$ cat src/sv/swirl_source_coordinate_macros.svh
// Assertion macros for the swirl source-coordinate block.
// Used by the top level only; expects clk and rst_n in scope.
`ifndef SWIRL_SOURCE_COORDINATE_MACROS_SVH
`define SWIRL_SOURCE_COORDINATE_MACROS_SVH

// Same-cycle implication, disabled during reset.
`define SCS_ASSERT_IMP(label, ante, cons) \
    label: assert property (@(posedge clk) disable iff (!rst_n) (ante) |-> (cons)) \
        else $error("swirl_source_coordinate: same-cycle check failed");

// Next-cycle implication, disabled during reset.
`define SCS_ASSERT_NEXT(label, ante, cons) \
    label: assert property (@(posedge clk) disable iff (!rst_n) (ante) |=> (cons)) \
        else $error("swirl_source_coordinate: next-cycle check failed");

`endif

$ cat src/sv/scs_pkg.sv
// Shared types and constants of the swirl source-coordinate pipeline.
// No dependencies; every file but the macro header refers to it by scoped names.
package scs_pkg;

    localparam int DIM_W      = 13;
    localparam int SCALE_W    = 24;
    localparam int COORD_W    = 12;
    localparam int SRC_W      = 14;
    localparam int OFS_W      = 14;
    localparam int SUMSQ_W    = 27;
    localparam int ROOT_W     = 22;
    localparam int RAD_W      = 44;
    localparam int REM_W      = 26;
    localparam int PROD_W     = 46;
    localparam int MOD_STEPS  = 13;
    localparam int TWO_PI_W   = 33;
    localparam int Z_W        = 35;
    localparam int C_W        = 34;
    localparam int TABLE_LEN  = 24;
    localparam int CFG_DATA_W = 24;

    localparam logic signed [Z_W-1:0] Q30_TWO_PI  = 35'sd6746518852;
    localparam logic signed [Z_W-1:0] Q30_PI      = 35'sd3373259426;
    localparam logic signed [Z_W-1:0] Q30_HALF_PI = 35'sd1686629713;
    localparam logic signed [C_W-1:0] Q30_GAIN    = 34'sd652032874;

    localparam logic [31:0] ATAN_Q30 [TABLE_LEN] = '{
        32'h3243F6A8, 32'h1DAC6705, 32'h0FADBAFC, 32'h07F56EA6,
        32'h03FEAB76, 32'h01FFD55B, 32'h00FFFAAA, 32'h007FFF55,
        32'h003FFFEA, 32'h001FFFFD, 32'h000FFFFF, 32'h0007FFFF,
        32'h0003FFFF, 32'h0001FFFF, 32'h0000FFFF, 32'h00007FFF,
        32'h00003FFF, 32'h00001FFF, 32'h00000FFF, 32'h000007FF,
        32'h000003FF, 32'h000001FF, 32'h000000FF, 32'h0000007F
    };

    typedef logic [1:0] cfg_idx_t;
    localparam cfg_idx_t REG_WIDTH  = 2'd0;
    localparam cfg_idx_t REG_HEIGHT = 2'd1;
    localparam cfg_idx_t REG_SCALE  = 2'd2;

    // Offset from the image center in half pixels.
    typedef struct packed {
        logic signed [OFS_W-1:0] dx2;
        logic signed [OFS_W-1:0] dy2;
    } ofs_t;

endpackage

$ cat src/sv/scs_sqrt.sv
// Sum of squares and a one-bit-per-stage integer square root pipeline.
// Depends on scs_pkg.
module scs_sqrt
(
    input  logic                      clk,
    input  logic                      rst_n,
    input  logic                      adv,
    input  logic                      in_valid,
    input  scs_pkg::ofs_t             in_ofs,
    output logic                      out_valid,
    output scs_pkg::ofs_t             out_ofs,
    output logic [scs_pkg::ROOT_W-1:0] out_root
);

    localparam int NST = scs_pkg::ROOT_W;

    logic signed [2*scs_pkg::OFS_W-1:0] sqx;
    logic signed [2*scs_pkg::OFS_W-1:0] sqy;
    logic [scs_pkg::SUMSQ_W-1:0]        sumsq_next;
    logic [scs_pkg::SUMSQ_W-1:0]        sumsq_reg;
    logic                               sq_valid_reg;
    scs_pkg::ofs_t                      sq_ofs_reg;

    logic [scs_pkg::RAD_W-1:0]  rad_reg  [NST];
    logic [scs_pkg::REM_W-1:0]  rem_reg  [NST];
    logic [scs_pkg::ROOT_W-1:0] root_reg [NST];
    logic                       vld_reg  [NST];
    scs_pkg::ofs_t              ofs_reg  [NST];

    always_comb
    begin
        sqx        = in_ofs.dx2 * in_ofs.dx2;
        sqy        = in_ofs.dy2 * in_ofs.dy2;
        sumsq_next = scs_pkg::SUMSQ_W'(sqx) + scs_pkg::SUMSQ_W'(sqy);
    end

    always_ff @(posedge clk or negedge rst_n)
    begin
        if (!rst_n)
        begin
            sq_valid_reg <= 1'b0;
        end
        else if (adv)
        begin
            sq_valid_reg <= in_valid;
        end
    end

    always_ff @(posedge clk)
    begin
        if (adv)
        begin
            sumsq_reg  <= sumsq_next;
            sq_ofs_reg <= in_ofs;
        end
    end

    // Each stage brings down two radicand bits and settles one root bit.
    for (genvar k = 0; k < NST; k++)
    begin : g_stage
        logic [scs_pkg::RAD_W-1:0]  rad_src;
        logic [scs_pkg::REM_W-1:0]  rem_src;
        logic [scs_pkg::ROOT_W-1:0] root_src;
        logic                       vld_src;
        scs_pkg::ofs_t              ofs_src;
        logic [scs_pkg::REM_W-1:0]  rem_sh;
        logic [scs_pkg::REM_W-1:0]  trial;
        logic [scs_pkg::REM_W-1:0]  rem_next;
        logic [scs_pkg::ROOT_W-1:0] root_next;

        if (k == 0)
        begin : g_first
            assign rad_src  = {1'b0, sumsq_reg, 16'd0};
            assign rem_src  = '0;
            assign root_src = '0;
            assign vld_src  = sq_valid_reg;
            assign ofs_src  = sq_ofs_reg;
        end
        else
        begin : g_rest
            assign rad_src  = rad_reg[k-1];
            assign rem_src  = rem_reg[k-1];
            assign root_src = root_reg[k-1];
            assign vld_src  = vld_reg[k-1];
            assign ofs_src  = ofs_reg[k-1];
        end

        always_comb
        begin
            rem_sh = {rem_src[scs_pkg::REM_W-3:0], rad_src[scs_pkg::RAD_W-1 -: 2]};
            trial  = scs_pkg::REM_W'({root_src, 2'b01});
            if (rem_sh >= trial)
            begin
                rem_next  = rem_sh - trial;
                root_next = {root_src[scs_pkg::ROOT_W-2:0], 1'b1};
            end
            else
            begin
                rem_next  = rem_sh;
                root_next = {root_src[scs_pkg::ROOT_W-2:0], 1'b0};
            end
        end

        always_ff @(posedge clk or negedge rst_n)
        begin
            if (!rst_n)
            begin
                vld_reg[k] <= 1'b0;
            end
            else if (adv)
            begin
                vld_reg[k] <= vld_src;
            end
        end

        always_ff @(posedge clk)
        begin
            if (adv)
            begin
                rad_reg[k]  <= rad_src << 2;
                rem_reg[k]  <= rem_next;
                root_reg[k] <= root_next;
                ofs_reg[k]  <= ofs_src;
            end
        end
    end

    assign out_valid = vld_reg[NST-1];
    assign out_ofs   = ofs_reg[NST-1];
    assign out_root  = root_reg[NST-1];

endmodule

$ cat config.mk
export PLATFORM = sky130hd
export DESIGN_NAME = scs_sqrt
export DESIGN_NICKNAME = d
export VERILOG_FILES = /design/src/sv/swirl_source_coordinate_macros.svh /design/src/sv/scs_pkg.sv /design/src/sv/scs_sqrt.sv
export SDC_FILE = /design/constraint.sdc
export NUM_CORES = 2
export LEC_CHECK = 0
export ABC_AREA = 1
export ABC_CLOCK_PERIOD_IN_PS = 3300
export BUFFER_PORTS_ARGS = -buffer_cell sky130_fd_sc_hd__buf_4
export CAP_MARGIN = 20
export CORE_UTILIZATION = 30
export DETAILED_ROUTE_END_ITERATION = 8
export GPL_ROUTABILITY_DRIVEN = 0
export HOLD_SLACK_MARGIN = 0.15
export SYNTH_ARGS = -nofsm -noshare
export SYNTH_HDL_FRONTEND = slang
export SYNTH_SLANG_ARGS = --single-unit
$ cat constraint.sdc
create_clock -name clk -period 3.3 [get_ports clk]
set_input_delay 0.66 -clock clk [delete_from_list [all_inputs] [get_ports clk]]
set_output_delay 0.66 -clock clk [all_outputs]
set_load 0.02 [all_outputs]
Yosys cells after proc, flatten, opt, wreduce, memory -nomap -nowiden --
Memories as Yosys holds them, arrays and structs flattened. Cells that the tools add are included.
Storage, ports and cells: flip-flop bits (word level) 78, memory bits (writable) 2596, input port bits 32, output and inout port bits 51, logic and storage cells 123, memories kept 4
Cells by class: add/subtract/negate cells 23, multiply operators 2, magnitude comparators 22, mux-type cells 46
Memory list:
- rad_reg | depth 22, width 42, rd ports 21, clocked after memory_dff 0, wr ports 22, RTL line scs_sqrt.sv:24 | logic [scs_pkg::RAD_W-1:0] rad_reg [NST];
- ofs_reg | depth 22, width 28, rd ports 22, clocked after memory_dff 0, wr ports 22, RTL line scs_sqrt.sv:28 | scs_pkg::ofs_t ofs_reg [NST];
- rem_reg | depth 22, width 26, rd ports 21, clocked after memory_dff 0, wr ports 22, RTL line scs_sqrt.sv:25 | logic [scs_pkg::REM_W-1:0] rem_reg [NST];
- root_reg | depth 22, width 22, rd ports 22, clocked after memory_dff 0, wr ports 22, RTL line scs_sqrt.sv:26 | logic [scs_pkg::ROOT_W-1:0] root_reg [NST];
Operators with widths (number):
- $mux W26 | 22
- $ge A26 B24 Y1 | 21
- $sub A26 B24 Y26 | 21
- $mul A14 B14 Y27 | 2
- $add A27 B27 Y27 | 1
- $mux W1 | 24
- $sub A1 B1 Y2 const B | 1
- $ge A1 B1 Y1 const B | 1

Logic depth before layout (Yosys ltp) --
An unclocked memory read counts as a cell.
depth in word-level cells 3, gate-level depth with buffers 28, gate-level depth less buffers 27

Worst setup path before layout --
No wires, ideal clock.
kind in2reg, start point input port in_ofs[27] (netlist bit), end point register sumsq_reg[23] (netlist bit) (data pin), setup time 0.259 ns, arrival 6.453 ns, required time 3.041 ns, slack -3.412 ns, cell stages on the path 20, path buffers 2, cells stage by stage clkbuf_1 -> buf_1 -> nand2_1 -> fa_1 -> inv_1 -> fa_1 -> inv_1 -> fa_1 -> fa_1 -> inv_1 -> fa_1 -> fa_1 -> fa_1 -> ha_1 -> ha_1 -> nand2_1 -> nor4_1 -> o21ai_0 -> nand3_1 -> xor2_1
Between the ends: longest elaborated chain between the ends 2
RTL lines:
- start, declared | RTL line scs_sqrt.sv:9 | input scs_pkg::ofs_t in_ofs,
- $mul A14 B14 Y27 | RTL line scs_sqrt.sv:32 | sqx = in_ofs.dx2 * in_ofs.dx2;
- $add A27 B27 Y27 | RTL line scs_sqrt.sv:34 | sumsq_next = scs_pkg::SUMSQ_W'(sqx) + scs_pkg::SUMSQ_W'(sqy);
- net sumsq_next (one bit) | RTL line scs_sqrt.sv:19 | logic [scs_pkg::SUMSQ_W-1:0] sumsq_next;
- end signal, assigned | RTL line scs_sqrt.sv:53 | sumsq_reg <= sumsq_next;
- end, declared | RTL line scs_sqrt.sv:20 | logic [scs_pkg::SUMSQ_W-1:0] sumsq_reg;
The timed path passes the listed nets, and every way through them passes these cells. A chain may end at the register's enable or synchronous reset.

Worst setup path after layout --
start point input port in_ofs[13] (netlist bit), end point register sumsq_reg[25] (netlist bit) (data pin)
Between the ends: longest elaborated chain between the ends 2
RTL lines:
- $mul A14 B14 Y27 | RTL line scs_sqrt.sv:33 | sqy = in_ofs.dy2 * in_ofs.dy2;
- $add A27 B27 Y27 | RTL line scs_sqrt.sv:34
- net sumsq_next (one bit) | RTL line scs_sqrt.sv:19
The timed path passes the listed nets, and every way through them passes these cells.

==> out/results.txt <==
Hold Crit Class - in2reg
Routed WL per cell - 15.3 um
Chip width - 534 um
Avg Vias per Cell - 4.58
Fin crit share - 1.72
CP endpoint kind - register
Max reg flops - 616
Asr flop ratio synth - 0.0145
DR iter-0 viols - 3921
Num CTS Buffers - 171
Fin. Hold Viols - 0
Synth Register Bits - 1589
# diodes - 0
Residual DRC - 0
Critical Path RT - 3850 ps
Final setup fails - 23
Final WS setup - -2370 ps
I/O pin total - 83
Placed cells - 11833
Critical-path maximum fanout - 6
Reg clk slew, reported paths - 70 ps
HPWL Detailed - 143000 um
Post-synthesis net count - 8592
Initial antenna violation count - 0
TritonCTS clock tree - built
Mapped cell area - 84800 um^2
Vias - 55837
Placed inst area - 92800 um^2
Register area share after synthesis - 0.561
H-Tree Depth - 4
Worst-skew pair later-pin latency - 810 ps
Die Area - 285000 um^2
Vias in the first global route - 56654
Placement Setup Slack - -3460 ps
Clk_skew - 39.1 ps
Gr usage total - 0.129
Maximum clock rate - 176 MHz
Worst slew pin tran - 853 ps
Worst reg2reg path depth - 10
Crit path DAT - 6220 ps
Final ANT Viol Nets - 0
Post-synth EDFFs - 1566
Final #Nets - 9138
Slew headroom - 0.431
Root buf cell - clkbuf_16
Tmin final - 5670 ps
Post-synth cell types - 60
Setup crit start kind - input port
Die Y-Extent - 534 um
Worst setup path start - in_ofs[13]
Area growth syn-to-layout - 18.6%
Finished Cell Area - 101000 um^2
Port Buffers - 82
YS warnings - 0
Instance count of the mapped netlist - 7789
Status - finished with violations
Critical path class - in2reg
RSZ-0062 raised after global routing - true
Pre-antenna DRT Iters - 8
Final std cells w/o fill - 12197
Core box area - 280000 um^2
Row cnt - 194
Max Slew Vio Count - 0
Synth Area per Inst - 10.9 um^2
Clock Path Buffers - 3
Initial Util - 0.303
Gr ovfl total - 0
Reg-to-reg startpoint - rem_reg[3][52]
Largest net degree at the start of global routing - 129
WL final - 187000 um
Clock sinks - 1589
Failing checks - setup timing
First-pass GRT wire length - 297000 um
MaxCap Viol Count - 0
Hold_sp - in_ofs[23]
Layout cells sized above 1 - 0.131
Worst Hold Depth - 2
Ys flop type - edfxtp_1
## area by class of cell
| type | count | area [um^2] |
|---|---|---|
| Clock buffer | 196 | 4440 |
| Clock inverter | 115 | 1310 |
| Fill cell | 27273 | 180000 |
| Inverter | 1291 | 4870 |
| Multi-Input combinational cell | 4824 | 33300 |
| Sequential cell | 1589 | 47600 |
| Tap cell | 3724 | 4660 |
| Timing Repair Buffer | 458 | 4350 |
## cell usage in the layout, fill, tap and decap left out, types with 48 or more instances in the layout
master	count
inv_2	80
nor3_1	77
o21ai_0	318
nor2_1	606
a21oi_1	377
clkbuf_16	174
fa_2	50
ha_1	331
buf_6	48
or2_2	52
nand3_1	295
buf_4	340
xor2_1	147
nand2_1	1555
fa_1	341
inv_1	1205
nand2_2	58
xnor2_1	129
edfxtp_1	1566
nand4_1	92
## metrics by stage
| step | setup TNS [ps] | hold slack (ps) | utilization |
|---|---|---|---|
| after floorplan | -56380 | 364 | - |
| after global placement | -70260 | 400 | 0.331 |
| after detailed placement | -71090 | 405 | 0.331 |
| after CTS | -44920 | 152 | 0.357 |
| after global routing | -48270 | 159 | 0.359 |
| final | -45970 | 222 | 0.359 |
## path summary, 6_finish.rpt
check	endpoint	slack [ps]
setup / recovery	sumsq_reg[25]	-2370
hold / removal	g_stage[0].ofs_src[23]	220
setup reg to reg	rem_reg[3][94]	230
hold reg to reg	ofs_reg[4][19]	390
max in group asynchronous	g_stage[2].vld_src	2780
min in group asynchronous	g_stage[1].vld_src	290
## critical path, cell delays in order
cell     delay [ps]
buf_12          110
buf_4           120
buf_6           130
nand2_4          60
xor2_1          160
ha_1            310
fa_1            540
fa_1            550
fa_1            430
fa_1            520
fa_1            440
fa_1            520
inv_2            60
fa_1            500
inv_2            50
ha_4            240
a21oi_4         190
o21a_1          200
nand2_2          80
nand2_1          90
nand3_2         100
xor2_1          160
## timing repair
item / 4_1_cts / 5_1_grt
pin swaps: 185 / 107
resized for setup: 298 / 126
hold endpoints to repair: 27 / 0
endpoints found under the setup margin: 23 / 23
setup buffers: 37 / 19
hold buffers: 5 / 0
## Yosys cell counts, types with 13 or more instances
cell type / count / area [um^2]
a21o_1: 26 / 195
xnor2_1: 131 / 1150
nor2_1: 620 / 2330
o21ai_1: 32 / 160
inv_1: 1276 / 4790
o211ai_1: 17 / 128
nor4_1: 20 / 125
ha_1: 380 / 4750
clkbuf_1: 36 / 135
fa_1: 391 / 7830
nand4_1: 92 / 576
o21ai_0: 330 / 1650
edfxtp_1: 1566 / 47000
nand3b_1: 31 / 233
nor3_1: 78 / 390
nand2_1: 1632 / 6130
buf_2: 25 / 125
or2_2: 53 / 332
dfrtp_1: 23 / 576
xor2_1: 150 / 1310
o21bai_1: 29 / 218
inv_2: 14 / 52.6
nand3_1: 302 / 1510
a21boi_0: 13 / 97.6
a21oi_1: 396 / 1980
## routing by layer
layer  vias up  global-route usage  routed length, um  share of wire
li1      27011                   -                  -              -
met1     26800               0.160              78500           0.42
met2      1604               0.226              91800           0.49
met3       422              0.0194               9150          0.049
met4         0              0.0511               7230          0.039
met5         -                   0                  0              0
## cells by family after synthesis
kind of cell,share of synthesized area
flops,0.561
other cells,0.0000442
fa+ha+maj,0.148
compound gates,0.0569
xor+xnor,0.0290
simple gates,0.142
buf+inv,0.0628
mux,0.000133
Power is not shown: default switching activity piles up to over one toggle a cycle in this logic, so the estimate is an artifact.
