`config.mk`:
```
export PLATFORM = sky130hd
export DESIGN_NAME = scs_angle
export DESIGN_NICKNAME = d
export VERILOG_FILES = /design/src/sv/swirl_source_coordinate_macros.svh /design/src/sv/scs_pkg.sv /design/src/sv/scs_angle.sv
export SDC_FILE = /design/constraint.sdc
export NUM_CORES = 2
export LEC_CHECK = 0
export ABC_AREA = 1
export BUFFER_PORTS_ARGS = -buffer_cell sky130_fd_sc_hd__clkbuf_2
export CORE_AREA = 2 2 379 381
export DETAILED_ROUTE_END_ITERATION = 10
export DIE_AREA = 0 0 381 383
export PLACE_DENSITY = 0.65
export SLEW_MARGIN = 20
export SYNTH_ARGS = -nofsm -noshare
export SYNTH_HDL_FRONTEND = slang
export SYNTH_SLANG_ARGS = --single-unit
```
`constraint.sdc`:
```
create_clock -name clk -period 5 [get_ports clk]
set_input_delay 0 -clock clk [delete_from_list [all_inputs] [get_ports clk]]
set_output_delay 0 -clock clk [all_outputs]
set_load 0.1 [all_outputs]
```
`src/sv/swirl_source_coordinate_macros.svh`:
```
// Assertion macros for the swirl source-coordinate block.
// Used by the top level only; expects clk and rst_n in scope.
`ifndef SWIRL_SOURCE_COORDINATE_MACROS_SVH
`define SWIRL_SOURCE_COORDINATE_MACROS_SVH

// Same-cycle implication, disabled during reset.
`define SCS_ASSERT_IMP(label, ante, cons) \
    label: assert property (@(posedge clk) disable iff (!rst_n) (ante) |-> (cons)) \
        else $error("swirl_source_coordinate: same-cycle check failed");

// Next-cycle implication, disabled during reset.
`define SCS_ASSERT_NEXT(label, ante, cons) \
    label: assert property (@(posedge clk) disable iff (!rst_n) (ante) |=> (cons)) \
        else $error("swirl_source_coordinate: next-cycle check failed");

`endif

```
`src/sv/scs_pkg.sv`:
```
// Shared types and constants of the swirl source-coordinate pipeline.
// No dependencies; every file but the macro header refers to it by scoped names.
package scs_pkg;

    localparam int DIM_W      = 13;
    localparam int SCALE_W    = 24;
    localparam int COORD_W    = 12;
    localparam int SRC_W      = 14;
    localparam int OFS_W      = 14;
    localparam int SUMSQ_W    = 27;
    localparam int ROOT_W     = 22;
    localparam int RAD_W      = 44;
    localparam int REM_W      = 26;
    localparam int PROD_W     = 46;
    localparam int MOD_STEPS  = 13;
    localparam int TWO_PI_W   = 33;
    localparam int Z_W        = 35;
    localparam int C_W        = 34;
    localparam int TABLE_LEN  = 24;
    localparam int CFG_DATA_W = 24;

    localparam logic signed [Z_W-1:0] Q30_TWO_PI  = 35'sd6746518852;
    localparam logic signed [Z_W-1:0] Q30_PI      = 35'sd3373259426;
    localparam logic signed [Z_W-1:0] Q30_HALF_PI = 35'sd1686629713;
    localparam logic signed [C_W-1:0] Q30_GAIN    = 34'sd652032874;

    localparam logic [31:0] ATAN_Q30 [TABLE_LEN] = '{
        32'h3243F6A8, 32'h1DAC6705, 32'h0FADBAFC, 32'h07F56EA6,
        32'h03FEAB76, 32'h01FFD55B, 32'h00FFFAAA, 32'h007FFF55,
        32'h003FFFEA, 32'h001FFFFD, 32'h000FFFFF, 32'h0007FFFF,
        32'h0003FFFF, 32'h0001FFFF, 32'h0000FFFF, 32'h00007FFF,
        32'h00003FFF, 32'h00001FFF, 32'h00000FFF, 32'h000007FF,
        32'h000003FF, 32'h000001FF, 32'h000000FF, 32'h0000007F
    };

    typedef logic [1:0] cfg_idx_t;
    localparam cfg_idx_t REG_WIDTH  = 2'd0;
    localparam cfg_idx_t REG_HEIGHT = 2'd1;
    localparam cfg_idx_t REG_SCALE  = 2'd2;

    // Offset from the image center in half pixels.
    typedef struct packed {
        logic signed [OFS_W-1:0] dx2;
        logic signed [OFS_W-1:0] dy2;
    } ofs_t;

endpackage

```
`src/sv/scs_angle.sv`:
```
// Twist angle: scale times distance, reduction modulo two pi by
// compare-subtract stages, and the fold into [-pi/2, pi/2]. Depends on scs_pkg.
module scs_angle
(
    input  logic                              clk,
    input  logic                              rst_n,
    input  logic                              adv,
    input  logic                              in_valid,
    input  scs_pkg::ofs_t                     in_ofs,
    input  logic [scs_pkg::ROOT_W-1:0]        in_root,
    input  logic [scs_pkg::SCALE_W-1:0]       angle_scale,
    output logic                              out_valid,
    output scs_pkg::ofs_t                     out_ofs,
    output logic signed [scs_pkg::Z_W-1:0]    out_z,
    output logic                              out_flip
);

    localparam int NST = scs_pkg::MOD_STEPS;

    logic [scs_pkg::PROD_W-1:0] prod_reg;
    logic                       m_valid_reg;
    scs_pkg::ofs_t              m_ofs_reg;

    logic [scs_pkg::PROD_W-1:0] md_reg  [NST];
    logic                       vld_reg [NST];
    scs_pkg::ofs_t              ofs_reg [NST];

    logic signed [scs_pkg::Z_W-1:0] z0;
    logic signed [scs_pkg::Z_W-1:0] zr;
    logic signed [scs_pkg::Z_W-1:0] z_next;
    logic                           flip_next;
    logic signed [scs_pkg::Z_W-1:0] z_reg;
    logic                           flip_reg;
    logic                           f_valid_reg;
    scs_pkg::ofs_t                  f_ofs_reg;

    always_ff @(posedge clk or negedge rst_n)
    begin
        if (!rst_n)
        begin
            m_valid_reg <= 1'b0;
            f_valid_reg <= 1'b0;
        end
        else if (adv)
        begin
            m_valid_reg <= in_valid;
            f_valid_reg <= vld_reg[NST-1];
        end
    end

    always_ff @(posedge clk)
    begin
        if (adv)
        begin
            prod_reg  <= scs_pkg::PROD_W'(angle_scale) * scs_pkg::PROD_W'(in_root);
            m_ofs_reg <= in_ofs;
        end
    end

    // Stage j removes two pi times 2^(NST-1-j) when it fits.
    for (genvar j = 0; j < NST; j++)
    begin : g_mod
        localparam logic [scs_pkg::PROD_W-1:0] SUB =
            scs_pkg::PROD_W'(scs_pkg::Q30_TWO_PI) << (NST - 1 - j);
        logic [scs_pkg::PROD_W-1:0] md_src;
        logic                       vld_src;
        scs_pkg::ofs_t              ofs_src;

        if (j == 0)
        begin : g_first
            assign md_src  = {1'b0, prod_reg[scs_pkg::PROD_W-1:1]};
            assign vld_src = m_valid_reg;
            assign ofs_src = m_ofs_reg;
        end
        else
        begin : g_rest
            assign md_src  = md_reg[j-1];
            assign vld_src = vld_reg[j-1];
            assign ofs_src = ofs_reg[j-1];
        end

        always_ff @(posedge clk or negedge rst_n)
        begin
            if (!rst_n)
            begin
                vld_reg[j] <= 1'b0;
            end
            else if (adv)
            begin
                vld_reg[j] <= vld_src;
            end
        end

        always_ff @(posedge clk)
        begin
            if (adv)
            begin
                md_reg[j]  <= (md_src >= SUB) ? md_src - SUB : md_src;
                ofs_reg[j] <= ofs_src;
            end
        end
    end

    // Fold angles past a quarter turn back by pi, flipping the result vector.
    always_comb
    begin
        z0 = $signed({2'b00, md_reg[NST-1][scs_pkg::TWO_PI_W-1:0]});
        zr = (z0 > scs_pkg::Q30_PI) ? z0 - scs_pkg::Q30_TWO_PI : z0;
        if (zr > scs_pkg::Q30_HALF_PI)
        begin
            z_next    = zr - scs_pkg::Q30_PI;
            flip_next = 1'b1;
        end
        else if (zr < -scs_pkg::Q30_HALF_PI)
        begin
            z_next    = zr + scs_pkg::Q30_PI;
            flip_next = 1'b1;
        end
        else
        begin
            z_next    = zr;
            flip_next = 1'b0;
        end
    end

    always_ff @(posedge clk)
    begin
        if (adv)
        begin
            z_reg     <= z_next;
            flip_reg  <= flip_next;
            f_ofs_reg <= ofs_reg[NST-1];
        end
    end

    assign out_valid = f_valid_reg;
    assign out_ofs   = f_ofs_reg;
    assign out_z     = z_reg;
    assign out_flip  = flip_reg;

endmodule

```
## Yosys cells after proc, flatten, opt, wreduce, memory -nomap -nowiden

Memories as Yosys holds them, arrays and structs flattened. A register that Yosys moved wholly into a read port is not among the register bits.
Cells that the tools add are included.

- Multipliers: 1
- Add/subtract/negate cells: 16
- Mux-type cells: 19
- $lt $le $gt $ge: 16

Operator list:

| kind | count |
|---|---|
| 2-to-1 mux 46 bit | 13 |
| 2-to-1 mux 35 bit | 3 |
| greater-or-equal comparator 46 x 33 -> 1 bit, second input constant | 1 |
| greater-or-equal comparator 46 x 34 -> 1 bit, second input constant | 1 |
| greater-or-equal comparator 46 x 35 -> 1 bit, second input constant | 1 |
| greater-or-equal comparator 46 x 36 -> 1 bit, second input constant | 1 |
| greater-or-equal comparator 46 x 37 -> 1 bit, second input constant | 1 |
| greater-or-equal comparator 46 x 38 -> 1 bit, second input constant | 1 |
| greater-or-equal comparator 46 x 39 -> 1 bit, second input constant | 1 |
| greater-or-equal comparator 46 x 40 -> 1 bit, second input constant | 1 |
| greater-or-equal comparator 46 x 41 -> 1 bit, second input constant | 1 |
| greater-or-equal comparator 46 x 42 -> 1 bit, second input constant | 1 |
| greater-or-equal comparator 46 x 43 -> 1 bit, second input constant | 1 |
| greater-or-equal comparator 46 x 44 -> 1 bit, second input constant | 1 |
| multiplier 24 x 22 -> 46 bit | 1 |
| subtractor 45 x 45 -> 46 bit, second input constant | 1 |
| subtractor 46 x 33 -> 46 bit, second input constant | 1 |
| subtractor 46 x 34 -> 46 bit, second input constant | 1 |
| subtractor 46 x 35 -> 46 bit, second input constant | 1 |
| subtractor 46 x 36 -> 46 bit, second input constant | 1 |
| subtractor 46 x 37 -> 46 bit, second input constant | 1 |
| subtractor 46 x 38 -> 46 bit, second input constant | 1 |
| subtractor 46 x 39 -> 46 bit, second input constant | 1 |
| subtractor 46 x 40 -> 46 bit, second input constant | 1 |
| other kinds (12) | 14 |

- Memory bits (writable): 962
- Register bits: 125
- Logic and storage cells: 74
- Memories: 2
- Output and inout port bits: 65

Memory list:

| name | words | bits a word | read ports | clocked after Yosys merged registers in | write ports | RTL line | text |
|---|---|---|---|---|---|---|---|
| md_reg | 13 | 46 | 13 | 0 | 13 | scs_angle.sv:24 | `logic [scs_pkg::PROD_W-1:0] md_reg [NST];` |
| ofs_reg | 13 | 28 | 13 | 1 | 13 | scs_angle.sv:26 | `scs_pkg::ofs_t ofs_reg [NST];` |

## Logic depth before layout (Yosys ltp)

An unclocked memory read counts as a cell.

- Depth after elaboration: 6
- Depth in mapped cells: 30
- Mapped depth without buffers: 28

## Worst setup path before layout

No wires, ideal clock.

- Kind: input-to-reg
- From: in in_root[5] (netlist bit)
- To: reg prod_reg[44] (netlist bit), data pin
- Arrival time: 5,726 ps
- Setup slack: -984 ps
- Setup time: 258 ps
- Stages on the path: 27
- Required time: 4,742 ps
- Cells stage by stage: clkbuf_1 > nand2_1 > inv_1 > fa_1 > fa_1 > inv_1 > fa_1 > inv_1 > fa_1 > fa_1 > fa_1 > inv_1 > fa_1 > inv_1 > ha_1 > a21oi_1 > o21a_1 > inv_1 > a21oi_1 > inv_1 > a21oi_1 > o21ai_0 > nand3_1 > nand2_1 > nand3_1 > nand2_1 > xor2_1

- Cells in the longest elaborated chain, start to end: 1

Ends and longest elaborated chain:

| what | RTL line | text |
|---|---|---|
| start: declaration | scs_angle.sv:10 | `input logic [scs_pkg::ROOT_W-1:0] in_root,` |
| multiplier 24 x 22 -> 46 bit | scs_angle.sv:55 | `prod_reg <= scs_pkg::PROD_W'(angle_scale) * scs_pkg::PROD_W'(in_root);` |
| end signal: assignment | scs_angle.sv:55 |  |
| end: declaration | scs_angle.sv:20 | `logic [scs_pkg::PROD_W-1:0] prod_reg;` |

Every way passes these cells.
A chain may end at the register's enable or synchronous reset.

## Worst setup path after layout

- From: in in_root[10] (netlist bit)
- To: reg prod_reg[35] (netlist bit), data pin

The elaborated chain is that of the path after synthesis.

==> reports/qor.csv <==
stage;metric;value;unit
worst_hold_path;hold path cells;5;
critical_path;Reg2Reg Depth;20;
timing;# setup viols final;19;
drt;Residual DRC;0;
drt;total routed wirelength;161300;um
grt;gr usage total;0.2225;
grt;antenna violations before repair;0;
logic_synthesis;Synth Instances;7388;
critical_path;Startpoint Class;input pin;
critical_path;Setup CP Type;in2reg;
grt;total congestion overflow;0;
placed_design;Inst Count DP;9586;
logic_synthesis;count of cell types in the netlist;71;
clock_tree;Worst-path clk slew;0.06;ns
grt;largest net degree at the start of global routing;155;
critical_path;Worst EP arrival;5.71;ns
clock_tree;Sink Count;1101;
logic_synthesis;number of synthesized flops with an enable pin;1086;
clock_tree;clk_lat worst skew;0.74;ns
placed_design;DP Wirelength;125300;um
logic_synthesis;syn nets;8089;
cells_and_area;share of cells above drive strength 1;0.1167;
worst_hold_path;Worst Hold Path EP;prod_reg[1]$_DFFE_PP_;
critical_path;CP max FO;5;
job;max cap viols;0;
timing;setup ws final;-0.2584;ns
drt;via count;50420;
timing;final hold viol count;0;
die;Ports;143;
timing;worst rel slew slack;0.3298;
clock_tree;clock root cell;clkbuf_16;
die;die width;381;um
critical_path;Req. time, crit path;5.45;ns
timing;Slew @ Worst Pin;1.003;ns
logic_synthesis;syn avg cell area;9.519;sq um
critical_path;crit path from;in_root[10];
die;Die Area;0.1459;sq mm
drt;initial detailed-routing violation count;3302;
cells_and_area;area occupied by multi-input gates;0.03252;sq mm
timing;final period utilization;1.052;
critical_path;endpoint of the worst-slack reg-to-reg timing path;out_z[17]$_DFFE_PP_;
logic_synthesis;asr flop ratio synth;0.01362;
cells_and_area;Filler Cells Inserted;12370;
die;Initial Utilization;0.4943;
die;Row Count;139;
cells_and_area;Final Non-Filler Cells;9895;
grt;vias in the first global route;51560;
placed_design;GP Congestion;0.9473;
critical_path;R2R setup slack;0.68;ns
logic_synthesis;Synthesis Warnings;0;
die;Vert. Die Dim;383;um
status;failing checks;setup timing;
drt;post-route ant nets;0;
worst_hold_path;HP Start;angle_scale[0];
logic_synthesis;#FFs+latches synth;1101;
clock_tree;Num CTS Buffers;112;
cells_and_area;n_diodes;0;
critical_path;worst r2r src;md_reg[1][186]$_DFFE_PP_;
clock_tree;clock buffer depth;3;
cells_and_area;Largest register FFs;585;
clock_tree;CTS tree;done;
logic_synthesis;Post-Synthesis Cell Area;0.07032;sq mm
drt;drt wl/cell;16.30;um
clock_tree;H-tree levels;3;
die;total core area;0.1423;sq mm
cells_and_area;register area;0.03299;sq mm
timing;min Tclk post-route;5.258;ns
cells_and_area;Area growth syn-to-layout;15.82;%
grt;first-pass GRT wire length;261300;um
critical_path;crit end category;flip-flop;
timing;fmax;0.1902;GHz
timing;fin. max-slew vios;0;
placed_design;port buffer count;142;
logic_synthesis;ys flop type;edfxtp_1;
logic_synthesis;post-synthesis sequential area ratio;0.4691;
drt;average vias per placed instance;5.096;
cells_and_area;Net count, final;8597;
drt;First-pass DRT Iterations;7;
worst_hold_path;Worst Hold Class;in2reg;
timing;RSZ-0062 raised after global routing;true;
status;status;complete, but fails checks;
timing;clock skew;0.05597;ns
## worst max path at each step
stage | depth (start not counted) | to
2_1_floorplan | 26 | prod_reg[43]$_DFFE_PP_
3_3_place_gp | 26 | prod_reg[43]$_DFFE_PP_
3_5_place_dp | 27 | prod_reg[43]$_DFFE_PP_
4_1_cts | 28 | prod_reg[45]$_DFFE_PP_
5_1_grt | 26 | prod_reg[37]$_DFFE_PP_
6_report | 27 | prod_reg[35]$_DFFE_PP_
## per-layer routing
| layer | vias up | global-route usage | part of all wire |
|---|---|---|---|
| li1 | 24630 | - | - |
| met1 | 24260 | 0.2584 | 0.39 |
| met2 | 1156 | 0.4157 | 0.53 |
| met3 | 376 | 0.02576 | 0.040 |
| met4 | 0 | 0.08945 | 0.040 |
| met5 | - | 0 | 0 |
## cell usage after synthesis (8+ instances only)
library cell	count	share of area
o21ai_0	188	0.013
buf_2	13	0.00093
nand2_1	1803	0.096
inv_2	16	0.00085
a21oi_1	217	0.015
a31oi_1	33	0.0029
nand3_1	293	0.021
o211ai_1	9	0.00096
o22ai_1	8	0.00071
clkbuf_1	125	0.0067
ha_1	186	0.033
nor3_1	114	0.0081
dfrtp_1	15	0.0053
a21boi_0	9	0.00096
nor4_1	62	0.0055
buf_6	8	0.0013
nand4_1	84	0.0075
o21a_1	11	0.0012
inv_1	1310	0.070
xnor2_1	150	0.019
or2_2	20	0.0018
o31ai_1	9	0.00096
o21bai_1	9	0.00096
nand2_2	26	0.0023
nand3b_1	8	0.00085
nor2_1	654	0.035
edfxtp_1	1086	0.46
fa_1	437	0.12
xor2_1	367	0.046
a211oi_1	12	0.0013
## area by class of cell
| cell class | count | area share |
|---|---|---|
| Sequential cell | 1101 | 0.4050 |
| Multi-Input combinational cell | 4798 | 0.3993 |
| Inverter | 1332 | 0.06142 |
| Timing Repair Buffer | 551 | 0.06109 |
| Clock buffer | 140 | 0.03570 |
| Tap cell | 1903 | 0.02923 |
| Clock inverter | 70 | 0.008280 |
## kinds of logic after synthesis
| group | count (synthesis) | synth area share |
|---|---|---|
| muxes | 1 | 0.0001601 |
| xor gates and xnor gates | 517 | 0.06439 |
| adders and majority gates | 623 | 0.1575 |
| and+or+nand+nor | 3110 | 0.1839 |
| buffers and inverters | 1489 | 0.08127 |
| AOI/OAI and AO/OA | 547 | 0.04370 |
| DFF | 1101 | 0.4691 |
## what timing repair did
action | in CTS | in global routing
gates resized for setup | 206 | 84
pin swaps | 92 | 56
buffers inserted | 19 | 13
cloned | 6 | 1
hold buffers | 61 | 0
endpoints found under the hold margin | 123 | 0
endpoints found under the setup margin | 28 | 25
## critical path, stage by stage
cell and delay (ns):
clkbuf_16 0.14, buf_8 0.13, buf_4 0.13, nand2_2 0.05
inv_2 0.04, fa_1 0.53, inv_1 0.05, fa_1 0.45
fa_1 0.49, inv_1 0.05, fa_1 0.57, fa_1 0.45
fa_1 0.53, inv_1 0.05, fa_1 0.50, inv_2 0.05
ha_4 0.22, a21oi_2 0.11, inv_1 0.06, buf_4 0.13
a31oi_4 0.11, inv_1 0.06, nor2_2 0.14, o21a_1 0.23
o21bai_1 0.12, buf_4 0.14, xor2_1 0.15
## stage by stage
step	setup TNS (ns)	setup slack (ns)	hold slack, ns	utilization	instance area (sq um)
floorplan	-7.606	-0.5895	-0.2956	-	71200
global placement	-28.58	-1.146	-0.08108	0.5322	75720
detailed placement	-31.16	-1.174	-0.07261	0.5322	75720
CTS	-0.8699	-0.1555	0.09815	0.5695	81010
global route	-5.886	-0.4239	0.1559	0.5725	81450
finish	-2.265	-0.2584	0.1325	0.5725	81450
## cell usage in the layout (no fill, tap or decap), types with 27 or more instances in the layout
cell,instances
clkbuf_1,28
nand2_2,50
buf_12,31
nand2_1,1765
nor4_1,61
xor2_1,365
nor3_1,114
nand3_1,290
a31oi_1,27
nand4_1,84
clkbuf_2,105
o21ai_0,172
dlygate4sd3_1,61
ha_1,165
inv_1,1265
inv_2,61
buf_4,273
clkinv_1,28
nor2_1,643
edfxtp_1,1086
buf_6,29
fa_1,419
clkbuf_16,125
xnor2_1,148
a21oi_1,184
Power is not shown: default switching activity piles up to over one toggle a cycle in this logic, so the estimate is an artifact.
